File: config.mk
export PLATFORM = sky130hd
export DESIGN_NAME = tilt_and_impact_indicator_core
export DESIGN_NICKNAME = d
export VERILOG_FILES = /design/src/rtl/core/tai_pkg.sv /design/src/rtl/core/tai_axis.sv /design/src/rtl/core/tai_impact.sv /design/src/rtl/core/tilt_and_impact_indicator_core.sv
export SDC_FILE = /design/constraint.sdc
export NUM_CORES = 2
export LEC_CHECK = 0
export BUFFER_PORTS_ARGS = -buffer_cell sky130_fd_sc_hd__buf_2
export CORE_AREA = 2 2 342 378
export CTS_CLUSTER_SIZE = 20
export DETAILED_ROUTE_END_ITERATION = 10
export DIE_AREA = 0 0 344 380
export GPL_TIMING_DRIVEN = 0
export HOLD_SLACK_MARGIN = 0.15
export PLACE_DENSITY_LB_ADDON = 0.08
export SYNTH_ARGS = -nofsm -noshare
export SYNTH_HDL_FRONTEND = slang
export SYNTH_HIERARCHICAL = 1
export SYNTH_SLANG_ARGS = --single-unit
File: constraint.sdc
create_clock -name clk_i -period 15.04 [get_ports clk_i]
set_input_delay 1.504 -clock clk_i [delete_from_list [all_inputs] [get_ports clk_i]]
set_output_delay 1.504 -clock clk_i [all_outputs]
set_load 0.02 [all_outputs]
File: src/rtl/core/tai_pkg.sv
// shared types, constants and codes of the tilt and impact indicator
package tai_pkg;

  localparam int unsigned AccelWidth = 16;
  localparam int unsigned LevelWidth = 7;
  localparam int unsigned DeadZoneWidth = 15;
  localparam int unsigned ThreshWidth = 32;
  localparam int unsigned CfgIndexWidth = 2;
  localparam int unsigned CfgDataWidth = 32;

  localparam logic [1:0] MODE_OFF = 2'd0;
  localparam logic [1:0] MODE_TILT = 2'd1;
  localparam logic [1:0] MODE_IMPACT = 2'd2;

  localparam logic [CfgIndexWidth-1:0] CFG_DEAD_ZONE = 2'd0;
  localparam logic [CfgIndexWidth-1:0] CFG_THRESHOLD = 2'd1;

  localparam logic [DeadZoneWidth-1:0] DEAD_ZONE_RESET = 15'd1000;
  localparam logic [ThreshWidth-1:0] THRESHOLD_RESET = 32'h4000_0000;

  localparam logic [LevelWidth-1:0] FULL_LEVEL = 7'd100;

  // level = floor(mag * 100 / 11586), exact for mag below the saturation point
  localparam int unsigned TiltMagWidth = 14;
  localparam int unsigned TiltMulWidth = 21;
  localparam int unsigned TiltShift = 27;
  localparam logic [TiltMulWidth-1:0] TILT_MUL = 21'd1158448;
  localparam logic [AccelWidth-1:0] TILT_SAT_MAG = 16'd11702;

  typedef struct packed {
    logic                   button_level;
    logic                   sample_valid;
    logic signed [AccelWidth-1:0] accel_x;
    logic signed [AccelWidth-1:0] accel_y;
    logic signed [AccelWidth-1:0] accel_z;
  } in_item_t;

  typedef struct packed {
    logic [1:0]            mode;
    logic [LevelWidth-1:0] green_level;
    logic [LevelWidth-1:0] orange_level;
    logic [LevelWidth-1:0] red_level;
    logic [LevelWidth-1:0] blue_level;
    logic                  impact_now;
  } out_item_t;

  typedef struct packed {
    logic [LevelWidth-1:0] pos_level;
    logic [LevelWidth-1:0] neg_level;
  } axis_levels_t;

endpackage

File: src/rtl/core/tai_axis.sv
// tilt levels of one axis: dead zone test and scaled, saturated magnitude
module tai_axis import tai_pkg::*; (
  input  logic signed [AccelWidth-1:0]    accel_i,
  input  logic        [DeadZoneWidth-1:0] dead_zone_i,
  output axis_levels_t                    levels_o
);

  logic signed [AccelWidth:0]                   accel_ext;
  logic signed [AccelWidth:0]                   dz_pos;
  logic signed [AccelWidth:0]                   dz_neg;
  logic        [AccelWidth-1:0]                 mag;
  logic        [TiltMagWidth+TiltMulWidth-1:0]  prod;
  logic        [LevelWidth-1:0]                 level;

  assign accel_ext = {accel_i[AccelWidth-1], accel_i};
  assign dz_pos    = $signed({2'b00, dead_zone_i});
  assign dz_neg    = -dz_pos;
  assign mag       = accel_i[AccelWidth-1] ? AccelWidth'(-accel_i) : AccelWidth'(accel_i);
  assign prod      = mag[TiltMagWidth-1:0] * TILT_MUL;
  assign level     = (mag >= TILT_SAT_MAG) ? FULL_LEVEL : prod[TiltShift +: LevelWidth];

  always_comb begin
    levels_o = '0;
    if (accel_ext > dz_pos) begin
      levels_o.pos_level = level;
    end else if (accel_ext < dz_neg) begin
      levels_o.neg_level = level;
    end
  end

endmodule

File: src/rtl/core/tai_impact.sv
// squared magnitude of a sample against the impact threshold
module tai_impact import tai_pkg::*; (
  input  logic signed [AccelWidth-1:0]  accel_x_i,
  input  logic signed [AccelWidth-1:0]  accel_y_i,
  input  logic signed [AccelWidth-1:0]  accel_z_i,
  input  logic        [ThreshWidth-1:0] threshold_i,
  output logic                          over_o
);

  logic signed [2*AccelWidth-1:0] sq_x;
  logic signed [2*AccelWidth-1:0] sq_y;
  logic signed [2*AccelWidth-1:0] sq_z;
  logic        [ThreshWidth-1:0]  sum;

  assign sq_x   = accel_x_i * accel_x_i;
  assign sq_y   = accel_y_i * accel_y_i;
  assign sq_z   = accel_z_i * accel_z_i;
  assign sum    = ThreshWidth'($unsigned(sq_x)) + ThreshWidth'($unsigned(sq_y))
                + ThreshWidth'($unsigned(sq_z));
  assign over_o = sum > threshold_i;

endmodule

File: src/rtl/core/tilt_and_impact_indicator_core.sv
// top level: item registers, mode and light state, configuration registers
// One item is accepted per clock cycle, unless a result waits in the output register
// while out_ready_i is low. Each accepted item is held in an input register, where the
// tilt levels, the squared magnitude test and the mode step are worked out against the
// current state; when the item advances, the result and the new mode and light state are
// registered together, and the input register may take the next item at that same edge.
// Configuration writes are always taken; an index outside the register list is ignored.
module tilt_and_impact_indicator_core import tai_pkg::*; (
  input  logic                     clk_i,
  input  logic                     rst_ni,
  input  logic                     in_valid_i,
  output logic                     in_ready_o,
  input  in_item_t                 in_item_i,
  output logic                     out_valid_o,
  input  logic                     out_ready_i,
  output out_item_t                out_item_o,
  input  logic                     cfg_valid_i,
  output logic                     cfg_ready_o,
  input  logic [CfgIndexWidth-1:0] cfg_index_i,
  input  logic [CfgDataWidth-1:0]  cfg_data_i
);

  logic                     in_valid_q;
  in_item_t                 in_item_q;
  logic                     out_valid_q;
  out_item_t                out_item_q;
  logic                     advance;

  logic [DeadZoneWidth-1:0] dead_zone_q;
  logic [ThreshWidth-1:0]   threshold_q;

  logic [1:0]               mode_q, mode_d;
  logic                     prev_button_q, prev_button_d;
  logic                     press_q, press_d;
  logic                     impact_q, impact_d;
  logic [LevelWidth-1:0]    green_q, green_d;
  logic [LevelWidth-1:0]    orange_q, orange_d;
  logic [LevelWidth-1:0]    red_q, red_d;
  logic [LevelWidth-1:0]    blue_q, blue_d;

  axis_levels_t             x_levels;
  axis_levels_t             y_levels;
  logic                     over;
  logic                     hit;

  assign advance     = in_valid_q && (!out_valid_q || out_ready_i);
  assign in_ready_o  = !in_valid_q || advance;
  assign out_valid_o = out_valid_q;
  assign out_item_o  = out_item_q;
  assign cfg_ready_o = 1'b1;

  tai_axis u_axis_x (
    .accel_i     (in_item_q.accel_x),
    .dead_zone_i (dead_zone_q),
    .levels_o    (x_levels)
  );

  tai_axis u_axis_y (
    .accel_i     (in_item_q.accel_y),
    .dead_zone_i (dead_zone_q),
    .levels_o    (y_levels)
  );

  tai_impact u_impact (
    .accel_x_i   (in_item_q.accel_x),
    .accel_y_i   (in_item_q.accel_y),
    .accel_z_i   (in_item_q.accel_z),
    .threshold_i (threshold_q),
    .over_o      (over)
  );

  assign hit = in_item_q.sample_valid && over;

  always_comb begin
    mode_d        = mode_q;
    prev_button_d = in_item_q.button_level;
    press_d       = press_q || (in_item_q.button_level && !prev_button_q);
    impact_d      = impact_q;
    green_d       = green_q;
    orange_d      = orange_q;
    red_d         = red_q;
    blue_d        = blue_q;
    if (in_item_q.sample_valid) begin
      if (mode_q == MODE_TILT) begin
        red_d    = x_levels.pos_level;
        green_d  = x_levels.neg_level;
        orange_d = y_levels.pos_level;
        blue_d   = y_levels.neg_level;
      end
      if (hit) begin
        impact_d = 1'b1;
      end
      case (mode_q)
        MODE_OFF: begin
          if (press_d) begin
            press_d = 1'b0;
            mode_d  = MODE_TILT;
          end
        end
        MODE_TILT: begin
          if (press_d) begin
            press_d  = 1'b0;
            mode_d   = MODE_IMPACT;
            green_d  = '0;
            orange_d = '0;
            red_d    = '0;
            blue_d   = '0;
          end
        end
        MODE_IMPACT: begin
          if (impact_d) begin
            impact_d = 1'b0;
            green_d  = FULL_LEVEL;
            orange_d = FULL_LEVEL;
            red_d    = FULL_LEVEL;
            blue_d   = FULL_LEVEL;
          end
          if (press_d) begin
            press_d  = 1'b0;
            mode_d   = MODE_OFF;
            green_d  = '0;
            orange_d = '0;
            red_d    = '0;
            blue_d   = '0;
          end
        end
        default: begin
        end
      endcase
    end
  end

  always_ff @(posedge clk_i or negedge rst_ni) begin
    if (!rst_ni) begin
      in_valid_q    <= 1'b0;
      out_valid_q   <= 1'b0;
      dead_zone_q   <= DEAD_ZONE_RESET;
      threshold_q   <= THRESHOLD_RESET;
      mode_q        <= MODE_OFF;
      prev_button_q <= 1'b0;
      press_q       <= 1'b0;
      impact_q      <= 1'b0;
      green_q       <= '0;
      orange_q      <= '0;
      red_q         <= '0;
      blue_q        <= '0;
    end else begin
      if (in_ready_o) begin
        in_valid_q <= in_valid_i;
      end
      if (advance) begin
        out_valid_q <= 1'b1;
      end else if (out_ready_i) begin
        out_valid_q <= 1'b0;
      end
      if (cfg_valid_i) begin
        case (cfg_index_i)
          CFG_DEAD_ZONE: dead_zone_q <= cfg_data_i[DeadZoneWidth-1:0];
          CFG_THRESHOLD: threshold_q <= cfg_data_i[ThreshWidth-1:0];
          default: begin
          end
        endcase
      end
      if (advance) begin
        mode_q        <= mode_d;
        prev_button_q <= prev_button_d;
        press_q       <= press_d;
        impact_q      <= impact_d;
        green_q       <= green_d;
        orange_q      <= orange_d;
        red_q         <= red_d;
        blue_q        <= blue_d;
      end
    end
  end

  always_ff @(posedge clk_i) begin
    if (in_ready_o && in_valid_i) begin
      in_item_q <= in_item_i;
    end
    if (advance) begin
      out_item_q.mode         <= mode_d;
      out_item_q.green_level  <= green_d;
      out_item_q.orange_level <= orange_d;
      out_item_q.red_level    <= red_d;
      out_item_q.blue_level   <= blue_d;
      out_item_q.impact_now   <= hit;
    end
  end

  // lights stay dark while off
  a_off_dark: assert property (@(posedge clk_i) disable iff (!rst_ni)
    mode_q == MODE_OFF |-> (green_q == '0 && orange_q == '0 && red_q == '0 && blue_q == '0))
    else $error("lights lit in off mode");

  // mode only moves on a sampled item
  a_mode_hold: assert property (@(posedge clk_i) disable iff (!rst_ni)
    !(advance && in_item_q.sample_valid) |=> $stable(mode_q))
    else $error("mode changed without a sample");

  // a sampled item in impact mode consumes the pending impact
  a_impact_clear: assert property (@(posedge clk_i) disable iff (!rst_ni)
    advance && in_item_q.sample_valid && mode_q == MODE_IMPACT |=> !impact_q)
    else $error("impact still pending after impact-mode sample");

  // an empty result register never blocks input
  a_no_block: assert property (@(posedge clk_i) disable iff (!rst_ni)
    !out_valid_q |-> in_ready_o)
    else $error("input stalled with empty result register");

endmodule

==> out/metrics.yaml <==
yosysWarnings: 6
crit_path_max_incr_delay_ns: 0.96
worst_hold_path.endpoint: "threshold_q[28]"
slowest_stage: "edfxtp_1"
port_buffers: 121
ff_latch_area_um2: 4490
tightestPinTransition_ns: 1.36
grt_max_degree: 61
antenna_found_initial: 17
ys_ff_latch: 163
instances_no_fill: 6237
rows: 137
async_flop_share: 0.503
r2r-start: "in_item_q[16]"
clock_latency_ns: 0.54
layout_common_cells: "inv_1, fa_1, ha_1"
grt_pass1_wl_um: 200000
viasPerCell: 4.63
syn2layout_area_growth_pct: 7.85
status: "finished, final reports clean"
nFillCells: 12943
initial_utilization: 0.349
dp_hpwl_um: 112000
slew_violations: 0
avgSynthCellArea_um2: 10.0
seq_area_frac_synth: 0.102
syn-cell-area_um2: 44200
cts_tree: "done"
synthFlopType: "edfxtp_1"
drc: 0
worstSetupPathType: "register to register"
antenna_left: 0
routed_wl_um: 127000
routabilityCongestion: 0.869
whs_path_depth: 1
timing.rr.end: "out_item_o[22]"
cts_root_buf: "clkbuf_16"
maxSlewHeadroom: 0.0911
design_area_um2: 47600
clock-sinks: 163
worst_setup_path_start_kind: "register"
rsz0062_at_grt: "false"
cp_max_fo: 13
place_inst: 6200
nets: 6138
fin_skew_ns: 0.0196
grt_overflow_total: 0
die_y_um: 380
grt_pass1_vias: 32557
io-pin-count: 123
core_area_um2: 127000
clockBufferDepth: 2
synth_cell_types: 81
placed_area_um2: 47000
startpoint: "in_item_q[16]"
cap_violations: 0
reg2reg_slack_ns: 0.94
syn-instance-count: 4406
hold_violations: 0
path_clk_slew_ns: 0.10
vias: 28877
min-delay-start: "threshold_q[28]"
die-area_um2: 131000
die_x_um: 344
firstDrtPassIters: 5
fin_crit_sh: 0.937
mostFrequentLayoutCell: "inv_1"
drt_iter0_drc: 1164
drive_above_1_share: 0.0679
synth-edff-count: 81
wl_per_cell_um: 20.4
hold_path_class: "register to register"
syn_nets: 5993
cp_common_cell: "fa_1"
cts_hold_buf: 0
multi_input_area_um2: 34600
max_freq_ghz: 0.0709
cp-end-kind: "register"
cts_made_buffers: 17
finalSetupViolCount: 0
reg2regPathDepth: 36
grt_use_total: 0.206
crit_arrival_ns: 14.37
cts_max_level: 4
finalCriticalPeriod_ns: 14.10
required_ns: 15.31
-- final cells by class --
class | instances | share of cell area
sequential | 163 | 0.0943
multi-input combinational | 2905 | 0.727
clock buffer | 17 | 0.00893
tap | 1668 | 0.0438
buffer | 88 | 0.00762
clock inverter | 15 | 0.00420
timing repair buffer | 126 | 0.0155
antenna | 5 | 0.000263
inverter | 1250 | 0.0985
-- synth_stat cells, types with 6 or more instances --
| library cell | count | area share |
|---|---|---|
| o211ai_1 | 16 | 0.0027 |
| o221a_2 | 16 | 0.0041 |
| a21oi_1 | 113 | 0.013 |
| nand2b_1 | 41 | 0.0058 |
| or4_1 | 8 | 0.0014 |
| o21a_1 | 19 | 0.0032 |
| and3_1 | 13 | 0.0018 |
| o21ai_0 | 56 | 0.0063 |
| buf_2 | 14 | 0.0016 |
| nand4_1 | 28 | 0.0040 |
| clkbuf_1 | 71 | 0.0060 |
| nand3_1 | 29 | 0.0033 |
| a31oi_1 | 21 | 0.0030 |
| nor2b_1 | 30 | 0.0042 |
| and2_1 | 182 | 0.026 |
| dfrtp_1 | 75 | 0.042 |
| edfxtp_1 | 81 | 0.055 |
| xor2_1 | 25 | 0.0050 |
| nor3_1 | 34 | 0.0039 |
| ha_1 | 552 | 0.16 |
| nand2_1 | 284 | 0.024 |
| inv_1 | 1250 | 0.11 |
| fa_1 | 946 | 0.43 |
| nor4_1 | 6 | 0.00085 |
| o31ai_1 | 12 | 0.0020 |
| xnor2_1 | 117 | 0.023 |
| nor2_1 | 105 | 0.0089 |
| a31o_2 | 6 | 0.0012 |
| o41ai_1 | 8 | 0.0016 |
| a221o_1 | 8 | 0.0018 |
| or2_2 | 17 | 0.0024 |
| a211oi_1 | 13 | 0.0022 |
| or3_1 | 10 | 0.0014 |
| and4_1 | 6 | 0.0012 |
| mux2_2 | 53 | 0.014 |
| a21o_1 | 49 | 0.0083 |
| dfstp_2 | 7 | 0.0042 |
-- stage by stage --
step           hold WS, ns  worst slack (ns)  utilization  setup TNS (ns)
6_report             0.509             0.941        0.377               0
5_1_grt              0.523             0.179        0.377               0
4_1_cts              0.512             0.185        0.377               0
3_5_place_dp         0.494             0.330        0.372               0
3_3_place_gp         0.488            -0.422        0.371           -4.97
2_1_floorplan        0.479              4.52            -               0
-- timing repair --
action / CTS / global route
gates resized for setup: 0 / 1
endpoints found under the setup margin: 0 / 1
setup buffers: 0 / 0
-- flip-flops by register name, summed over array words and instances (netlist names), 2 cells and up --
name	flops
mode_q	2
red_q	7
out_item_o	31
blue_q	7
dead_zone_q	15
green_q	7
orange_q	7
in_item_q	49
threshold_q	32
-- worst max-delay path by stage --
stage / end / slack (ns) / depth (start not counted)
after floorplan: out_item_o[10] / 4.52 / 41
after global placement: out_item_o[22] / -0.42 / 36
after detailed placement: out_item_o[22] / 0.33 / 36
after CTS: out_item_o[22] / 0.18 / 36
after global routing: out_item_o[22] / 0.18 / 36
final: out_item_o[22] / 0.94 / 36
-- worst max-delay path: cells and delay by family, from the launching register on --
family | cells | cell delay (ns)
fa+ha+maj | 11 | 5.38
compound gates | 11 | 3.35
buf+inv | 8 | 2.11
simple gates | 4 | 1.36
flops | 1 | 0.96
mux | 1 | 0.38
xor+xnor | 1 | 0.22
-- kinds of logic (layout without fill, tap and decap cells) --
logic type	after synthesis	count (layout)	share of synthesized area
adder cells (fa/ha/maj)	1498	1498	0.585
buffers and inverters	1338	1496	0.114
AND/OR/NAND/NOR	827	827	0.0963
AO/OA/AOI/OAI	379	379	0.0594
flip-flops	163	163	0.102
XOR/XNOR	144	144	0.0289
multiplexers	56	56	0.0142
other	1	6	0.0000849
-- per-layer routing --
layer | vias to the layer above | share of wire | wire [um] | GRT usage
met1 | 14589 | 0.44 | 56100 | 0.270
met3 | 138 | 0.034 | 4380 | 0.0315
met5 | - | 0.00071 | 90 | 0
li1 | 13730 | - | - | -
met4 | 14 | 0.029 | 3720 | 0.0658
met2 | 406 | 0.49 | 62900 | 0.348
Power is not shown: default switching activity piles up to over one toggle a cycle in this logic, so the estimate is an artifact.
